$ cat src/hdl/assert_macros.svh
// assertion macros used by the top-level rtl file
`ifndef ASSERT_MACROS_SVH
`define ASSERT_MACROS_SVH

// checked property, ignored while reset is held
`define FPP_ASSERT(label, prop, msg) \
    label: assert property (@(posedge i_clk) disable iff (!i_rst_n) prop) else $error(msg);

// checked property, also across reset
`define FPP_ASSERT_NR(label, prop, msg) \
    label: assert property (@(posedge i_clk) prop) else $error(msg);

`endif

$ cat src/hdl/fpp_pkg.sv
// types, constants and tables for the frustum picture placement block
package fpp_pkg;

    localparam int OUT_FRAC_BITS = 15;
    localparam int OUT_W         = 16;
    localparam logic [OUT_W-1:0] FRAC_ONE = OUT_W'(1) << OUT_FRAC_BITS;

    localparam int CORDIC_STEPS = 16;
    localparam int ANG_W        = 24;
    localparam int XY_W         = 32;
    localparam logic signed [XY_W-1:0] CORDIC_X0 = 32'sh1000_0000;

    localparam int DIV_STAGES = 24;
    localparam int QUO_W      = 24;
    localparam int NUM_W      = 48;
    localparam int DEN_W      = 32;
    localparam int PROD_W     = 40;
    localparam int EDGE_W     = 28;
    localparam int NUM_LANES  = 8;

    localparam logic [QUO_W-1:0] TAN_MAX    = '1;
    localparam logic [15:0]      ANGLE_LOW  = 16'd256;
    localparam logic [15:0]      ANGLE_HIGH = 16'd45824;

    // atan(2^-i) in q16 degrees
    function automatic logic signed [ANG_W-1:0] cordic_atan(input logic [3:0] idx);
        logic signed [ANG_W-1:0] v;
        case (idx)
            4'd0:    v = 24'sd2949120;
            4'd1:    v = 24'sd1740967;
            4'd2:    v = 24'sd919879;
            4'd3:    v = 24'sd466945;
            4'd4:    v = 24'sd234379;
            4'd5:    v = 24'sd117304;
            4'd6:    v = 24'sd58666;
            4'd7:    v = 24'sd29335;
            4'd8:    v = 24'sd14668;
            4'd9:    v = 24'sd7334;
            4'd10:   v = 24'sd3667;
            4'd11:   v = 24'sd1833;
            4'd12:   v = 24'sd917;
            4'd13:   v = 24'sd458;
            4'd14:   v = 24'sd229;
            4'd15:   v = 24'sd115;
            default: v = '0;
        endcase
        return v;
    endfunction

    typedef struct packed {
        logic signed [15:0] eye_left;
        logic signed [15:0] eye_right;
        logic signed [15:0] eye_top;
        logic signed [15:0] eye_bottom;
        logic [15:0]        view_angle;
        logic [15:0]        frame_width;
        logic [15:0]        frame_height;
    } t_in_beat;

    typedef struct packed {
        logic [OUT_W-1:0] dest_u_low;
        logic [OUT_W-1:0] dest_u_high;
        logic [OUT_W-1:0] dest_v_low;
        logic [OUT_W-1:0] dest_v_high;
        logic [OUT_W-1:0] src_u_low;
        logic [OUT_W-1:0] src_u_high;
        logic [OUT_W-1:0] src_v_low;
        logic [OUT_W-1:0] src_v_high;
        logic             cropped;
    } t_out_beat;

    typedef struct packed {
        t_in_beat         item;
        logic             mode;
        logic             ok;
        logic [QUO_W-1:0] tw;
        logic [QUO_W-1:0] th;
    } t_ctx;

    typedef struct packed {
        t_ctx ctx;
        logic zero;
        logic maxed;
    } t_tan_side;

    typedef struct packed {
        t_ctx ctx;
        logic sat;
    } t_asp_side;

    typedef enum logic [1:0] {
        LANE_ZERO,
        LANE_ONE,
        LANE_DIV
    } t_lane_sel;

    typedef struct packed {
        t_lane_sel [NUM_LANES-1:0] sel;
        logic                      cropped;
    } t_frac_side;

endpackage

$ cat src/hdl/fpp_div.sv
// pipelined restoring divider, one quotient bit per stage
module fpp_div (
    input  logic                        i_clk,
    input  logic                        i_en,
    input  logic [fpp_pkg::NUM_W-1:0]   i_num,
    input  logic [fpp_pkg::DEN_W-1:0]   i_den,
    output logic [fpp_pkg::QUO_W-1:0]   o_quo
);
    import fpp_pkg::*;

    localparam int SH_W = DEN_W + QUO_W;

    logic [NUM_W-1:0] r_rem [DIV_STAGES];
    logic [DEN_W-1:0] r_den [DIV_STAGES];
    logic [QUO_W-1:0] r_quo [DIV_STAGES];

    logic [NUM_W-1:0] s_rem [DIV_STAGES];
    logic [DEN_W-1:0] s_den [DIV_STAGES];
    logic [QUO_W-1:0] s_quo [DIV_STAGES];
    logic [NUM_W-1:0] n_rem [DIV_STAGES];
    logic [QUO_W-1:0] n_quo [DIV_STAGES];

    assign s_rem[0] = i_num;
    assign s_den[0] = i_den;
    assign s_quo[0] = '0;

    for (genvar s = 1; s < DIV_STAGES; s++) begin : g_link
        assign s_rem[s] = r_rem[s-1];
        assign s_den[s] = r_den[s-1];
        assign s_quo[s] = r_quo[s-1];
    end

    // stage s settles quotient bit QUO_W-1-s
    always_comb begin
        logic [SH_W-1:0] dsh;
        for (int s = 0; s < DIV_STAGES; s++) begin
            dsh = SH_W'(s_den[s]) << (QUO_W - 1 - s);
            if ({{(SH_W-NUM_W){1'b0}}, s_rem[s]} >= dsh) begin
                n_rem[s] = s_rem[s] - NUM_W'(dsh);
                n_quo[s] = s_quo[s] | (QUO_W'(1) << (QUO_W - 1 - s));
            end else begin
                n_rem[s] = s_rem[s];
                n_quo[s] = s_quo[s];
            end
        end
    end

    always_ff @(posedge i_clk) begin
        if (i_en) begin
            for (int s = 0; s < DIV_STAGES; s++) begin
                r_rem[s] <= n_rem[s];
                r_den[s] <= s_den[s];
                r_quo[s] <= n_quo[s];
            end
        end
    end

    assign o_quo = r_quo[DIV_STAGES-1];

endmodule

$ cat config.mk
export PLATFORM = sky130hd
export DESIGN_NAME = fpp_div
export DESIGN_NICKNAME = d
export VERILOG_FILES = /design/src/hdl/assert_macros.svh /design/src/hdl/fpp_pkg.sv /design/src/hdl/fpp_div.sv
export SDC_FILE = /design/constraint.sdc
export NUM_CORES = 2
export LEC_CHECK = 0
export BUFFER_PORTS_ARGS = -buffer_cell sky130_fd_sc_hd__buf_2
export CORE_MARGIN = 2
export CORE_UTILIZATION = 50
export DETAILED_ROUTE_END_ITERATION = 7
export PLACE_DENSITY_LB_ADDON = 0.05
export SETUP_SLACK_MARGIN = 0.3
export SYNTH_ARGS = -nofsm -noshare
export SYNTH_HDL_FRONTEND = slang
export SYNTH_SLANG_ARGS = --single-unit
export TNS_END_PERCENT = 10
$ cat constraint.sdc
create_clock -name i_clk -period 4.8 [get_ports i_clk]
set_input_delay 0.96 -clock i_clk [delete_from_list [all_inputs] [get_ports i_clk]]
set_output_delay 0.96 -clock i_clk [all_outputs]
set_load 0.05 [all_outputs]
; ---- Word-level counts from Yosys, hierarchy flattened
; Memory sizes are Yosys's and may differ from the RTL's.
; Cells that the tools add are included.
[word_totals]
reg_bits = 0
ram_bits = 2496
out_inout_bits = 24
mem_count = 3
[classes]
n_addsub = 24
n_lt_le_gt_ge = 24
mux = 50
[mem_list]
columns = name, depth, word_bits, rd, rd_ports_with_merged_regs, wr, line
row1 = r_rem, 24, 48, 23, 0, 24, fpp_div.sv:13  ; logic [NUM_W-1:0] r_rem [DIV_STAGES];
row2 = r_den, 24, 32, 23, 0, 24, fpp_div.sv:14  ; logic [DEN_W-1:0] r_den [DIV_STAGES];
row3 = r_quo, 24, 24, 24, 0, 24, fpp_div.sv:15  ; logic [QUO_W-1:0] r_quo [DIV_STAGES];
[op_table]
columns = cell, n
row1 = two-way mux 48 bit, 24
row2 = subtractor 48 bit, 8
row3 = greater-or-equal comparator 48 x 55 -> 1 bit, 1
row4 = greater-or-equal comparator 48 x 54 -> 1 bit, 1
row5 = greater-or-equal comparator 48 x 53 -> 1 bit, 1
row6 = greater-or-equal comparator 48 x 52 -> 1 bit, 1
row7 = greater-or-equal comparator 48 x 51 -> 1 bit, 1
row8 = greater-or-equal comparator 48 x 50 -> 1 bit, 1
row9 = greater-or-equal comparator 48 x 49 -> 1 bit, 1
row10 = greater-or-equal comparator 48 x 32 -> 1 bit, 1
row11 = greater-or-equal comparator 48 x 33 -> 1 bit, 1
row12 = greater-or-equal comparator 48 x 34 -> 1 bit, 1
row13 = greater-or-equal comparator 48 x 35 -> 1 bit, 1
row14 = greater-or-equal comparator 48 x 36 -> 1 bit, 1
row15 = greater-or-equal comparator 48 x 37 -> 1 bit, 1
row16 = greater-or-equal comparator 48 x 38 -> 1 bit, 1
row17 = greater-or-equal comparator 48 x 39 -> 1 bit, 1
row18 = greater-or-equal comparator 48 x 40 -> 1 bit, 1
row19 = greater-or-equal comparator 48 x 41 -> 1 bit, 1
row20 = greater-or-equal comparator 48 x 42 -> 1 bit, 1
row21 = greater-or-equal comparator 48 x 43 -> 1 bit, 1
row22 = greater-or-equal comparator 48 x 44 -> 1 bit, 1
row23 = greater-or-equal comparator 48 x 45 -> 1 bit, 1
row24 = greater-or-equal comparator 48 x 46 -> 1 bit, 1
row25 = 42 further kinds, 44

; ---- Longest topological paths before layout
; An unclocked memory read counts as a cell.
[logic_depth]
word_depth = 3
depth_mapped = 17
ltp_nobuf = 16

; ---- Worst setup path before layout
; No wires, ideal clock.
[synth_timing]
path_type = input-to-reg
from = in i_num[23] (netlist bit)
to = mem r_rem[0][28], data pin
arrival_time_ns = 3.602
required_time_ns = 4.530
setup_slack_ns = 0.928
cell_stages = 15
n_path_buf = 2
cell_sequence = inv_1 -> ha_1 -> fa_1 -> nor2b_1 -> o21a_1 -> o21ai_0 -> a31oi_1 -> a21oi_1 -> o21ai_0 -> o221a_2 -> o41ai_2 -> o21ai_1 -> buf_2 -> buf_1 -> a21oi_1
[synth_lines]
columns = item, line
row1 = start: declaration, fpp_div.sv:5  ; input logic [fpp_pkg::NUM_W-1:0] i_num,
row2 = end: declaration, fpp_div.sv:13

==> results.md <==
- Outcome: finished, final reports clean
- Routed via count: 75,837
- Worst min path class: primary input to register
- Fin. Hold Viols: 0
- DR pass1 iterations: 5
- CP max stage delay: 690 ps
- Worst endpoint data arrival time: ~5000 ps
- Routability congestion estimate: between 0.9 and 1
- Die X: roughly 480 microns
- Rel. slew slack: under 10%
- Initial Utilization: about half
- Critical Path End Type: register
- PwrDens: approximately 560 nW/um^2
- Vias/cell: roughly 5.7
- Synth Area per Inst: approximately 12 sq um
- GRT Util Overall: between 20% and 30%
- Seq pwr share: about 40%
- Comb pwr share: between 30% and 40%
- Number of remaining DRC errors: 0
- Crit start category: register
- CTS max path bufs: 3
- Total CTS buffers: between 200 and 250
- Area Growth Syn to Fin: 10.9%
- Net Sw Power: roughly 25 mW
- Post-Layout Inst Area: between 100,000 and 150,000 sq um
- Peak supply drop: 0.387 mV
- Row cnt: 175
- Post CTS Setup Buffer Count: 0
- Synth Flop Type: edfxtp_1
- Power, Total: about 72 mW
- Share of post-route cells with drive strength above 1: 9.10%
- Hold Buf Count CTS: 0
- Placed instance count: 12,852
- Slew Viols, Final: 0
- FF+latch count, synth: between 2,000 and 2,500
- Final Routed Wirelength: approximately 290,000 microns
- RSZ-0062 raised after global routing: yes
- Vias in the first global route: 76,820
- Yosys top cell by area: edfxtp_1
- Post-synth EDFFs: between 2,000 and 2,500
- Leak: between 50 and 60 nW
- Initial DRC count: about 4,800
- Dpl ws: 324 ps
- Placed inst area: around 120,000 sq um
- First-pass GRT wire length: ~440,000 microns
- Int Pwr: 46.6 mW
- Die Ht: 483 microns
- Antenna violations before repair: 5
- Required time of the worst setup path: 5440 ps
- PortBufs: 105
- Crit share post-route: 90.5%
- Syn_nets: approximately 11,000
- Gr ovfl total: 0
- Final setup TNS: 0 ps
- Register area share after synthesis: a little under three fifths
- CTS tree: done
- Core Region: around 230,000 sq um
- Final setup skew: about 60 ps
- Cell Area, Synth: ~110,000 sq um
- Die area: 233,000 sq um
- Cell count after synthesis: around 10,000
- Sw frac: about a third
- HPWL after DPL: about 220,000 microns
- # setup viols final: 0
- Worst Tran Pin Value: between 1000 and 1500 ps
- Detail Route Antenna Nets: 0
- Async S/R FF share, synth: 0%
- Clk pin slew, worst setup/hold paths: about 70 ps
- Max Clk Rate: 230 MHz
- Synth top area cells: edfxtp_1 (56%), ha_1 (8.1%), a21oi_1 (3.7%)
- YS warnings: 0
- Fin crit period: between 4000 and 5000 ps
- H-tree Lvls: 4
- CP max FO: 26
- Clk_lat worst skew: just under 900 ps
- Final Instance Count excl. Fillers: 13,286
- Maxcap violations: 0
- Crit-path slowest cell: a41oi_4
- Clock sink count: ~2,100
- Setup slack after layout: between 400 and 500 ps
- Unique masters post-synth: about 120
- IO Count: between 100 and 150
- Fin nets: about 11,000
- Share of the synthesized area in the top cell type: a little under three fifths
- Crit-path cells: inv_1 -> ha_1 -> inv_1 -> fa_1 -> a21o_1 -> a21oi_2 -> o21a_1 -> o21ai_1 -> a31o_2 -> a221o_1 -> a21oi_2 -> o21ai_1 -> a41oi_4 -> buf_4 -> a31oi_1 -> a21o_1
- Clk pwr share: 25.1%
- Largest net degree at the start of global routing: 150
- Post_cts resized: 0
- Setup Crit Path Kind: register to register
- Drt wl/cell: ~22 microns
- Clk root buf: clkbuf_16
-- worst max-delay path: cells and delay by family (launching register included) --
family	cells	cell delay (ps)
AO/OA/AOI/OAI	11	2700
adder cells (fa/ha/maj)	2	550
buffers and inverters	3	470
flip-flops	1	380
-- cell usage after synthesis (46+ instances only) --
library cell and instances:
edfxtp_1 2140, inv_1 926, a21oi_1 853, ha_1 740, nand2_1 634, nor2_1 621, o21ai_0 545, xnor2_1 413
a21o_1 403, xor2_1 312, mux2_2 207, clkbuf_1 168, nand3_1 148, nand4_1 127, nor3_1 118, nor2b_1 111
nand2b_1 99, o21a_1 92, o21bai_1 91, nor4_1 90, a31oi_1 89, and3_1 55, o31ai_1 55, or3_1 51
a211oi_1 46
-- state kept, by name, indices dropped and copies added (netlist names) --
signal	count
r_quo	300
r_den	736
r_rem	1104
-- per-stage QoR --
stage | hold WS, ps | utilization, %
2_1_floorplan | 400 | -
3_3_place_gp | 400 | 52.4
3_5_place_dp | 405 | 52.4
4_1_cts | 182 | 55.8
5_1_grt | 211 | 55.8
6_report | 255 | 55.8
-- area by class of cell --
type	count	area, sq um
sequential	2140	64300
antenna	3	7.51
clock buffer	262	5830
fill	18952	101000
multi-input combinational	6539	46000
timing repair buffer	235	1880
tap	3009	3760
inverter	931	3500
clock inverter	167	1920
-- logic make-up after synthesis --
group | after synthesis | synth area share, %
multiplexers | 241 | 2.35
AO/OA/AOI/OAI | 2546 | 14.0
flip-flops | 2140 | 56.0
XOR/XNOR | 725 | 5.54
buffers and inverters | 1181 | 3.98
adder cells (fa/ha/maj) | 763 | 8.48
AND/OR/NAND/NOR | 2262 | 9.59
-- power groups by stage --
stage	logic [mW]	clock network [mW]	registers, mW
final	25.5	17.9	28.1
after global routing	28.4	19.1	28.4
after CTS	25.4	18.4	28.1
after detailed placement	25.2	0	28.4
after global placement	24.9	0	28.4
after floorplan	19.1	0	27.0
-- placed cells by master (no fill, tap or decap), drive strengths merged, types with 31 or more instances in the layout --
cell / count
xnor2: 413
and3: 55
nand2: 634
o31ai: 61
mux2: 226
a211oi: 48
a21oi: 858
inv: 935
nand3: 148
and2: 31
or2: 37
ha: 740
nand2b: 99
o21a: 92
clkinv: 120
o211ai: 31
a21o: 403
clkbuf: 262
nand4: 127
xor2: 312
nor3: 121
nor4: 90
o21bai: 91
edfxtp: 2140
nor2: 621
a31oi: 91
or3: 52
o21ai: 575
nor2b: 111
buf: 235
-- worst paths after layout --
path                           start                 endpoint  slack [ps]  depth (start not counted)
max          r_rem[0][257]$_DFFE_PP_  r_rem[0][334]$_DFFE_PP_         460                         16
min reg2reg  r_quo[1][176]$_DFFE_PP_    r_quo[2][8]$_DFFE_PP_         380                          0
min                         i_den[9]    r_den[0][9]$_DFFE_PP_         260                          1
max reg2reg  r_rem[0][257]$_DFFE_PP_  r_rem[0][334]$_DFFE_PP_         460                         16
-- per-layer routing --
| layer | vias to the layer above | track usage, % | wire (microns) |
|---|---|---|---|
| met5 | - | 0 | 0 |
| met4 | 0 | 13.6 | 17800 |
| met3 | 598 | 2.96 | 9780 |
| met2 | 1721 | 46.4 | 153000 |
| met1 | 36711 | 26.0 | 106000 |
| li1 | 36807 | - | - |
No activity file was read; power rests on OpenSTA's default activity.
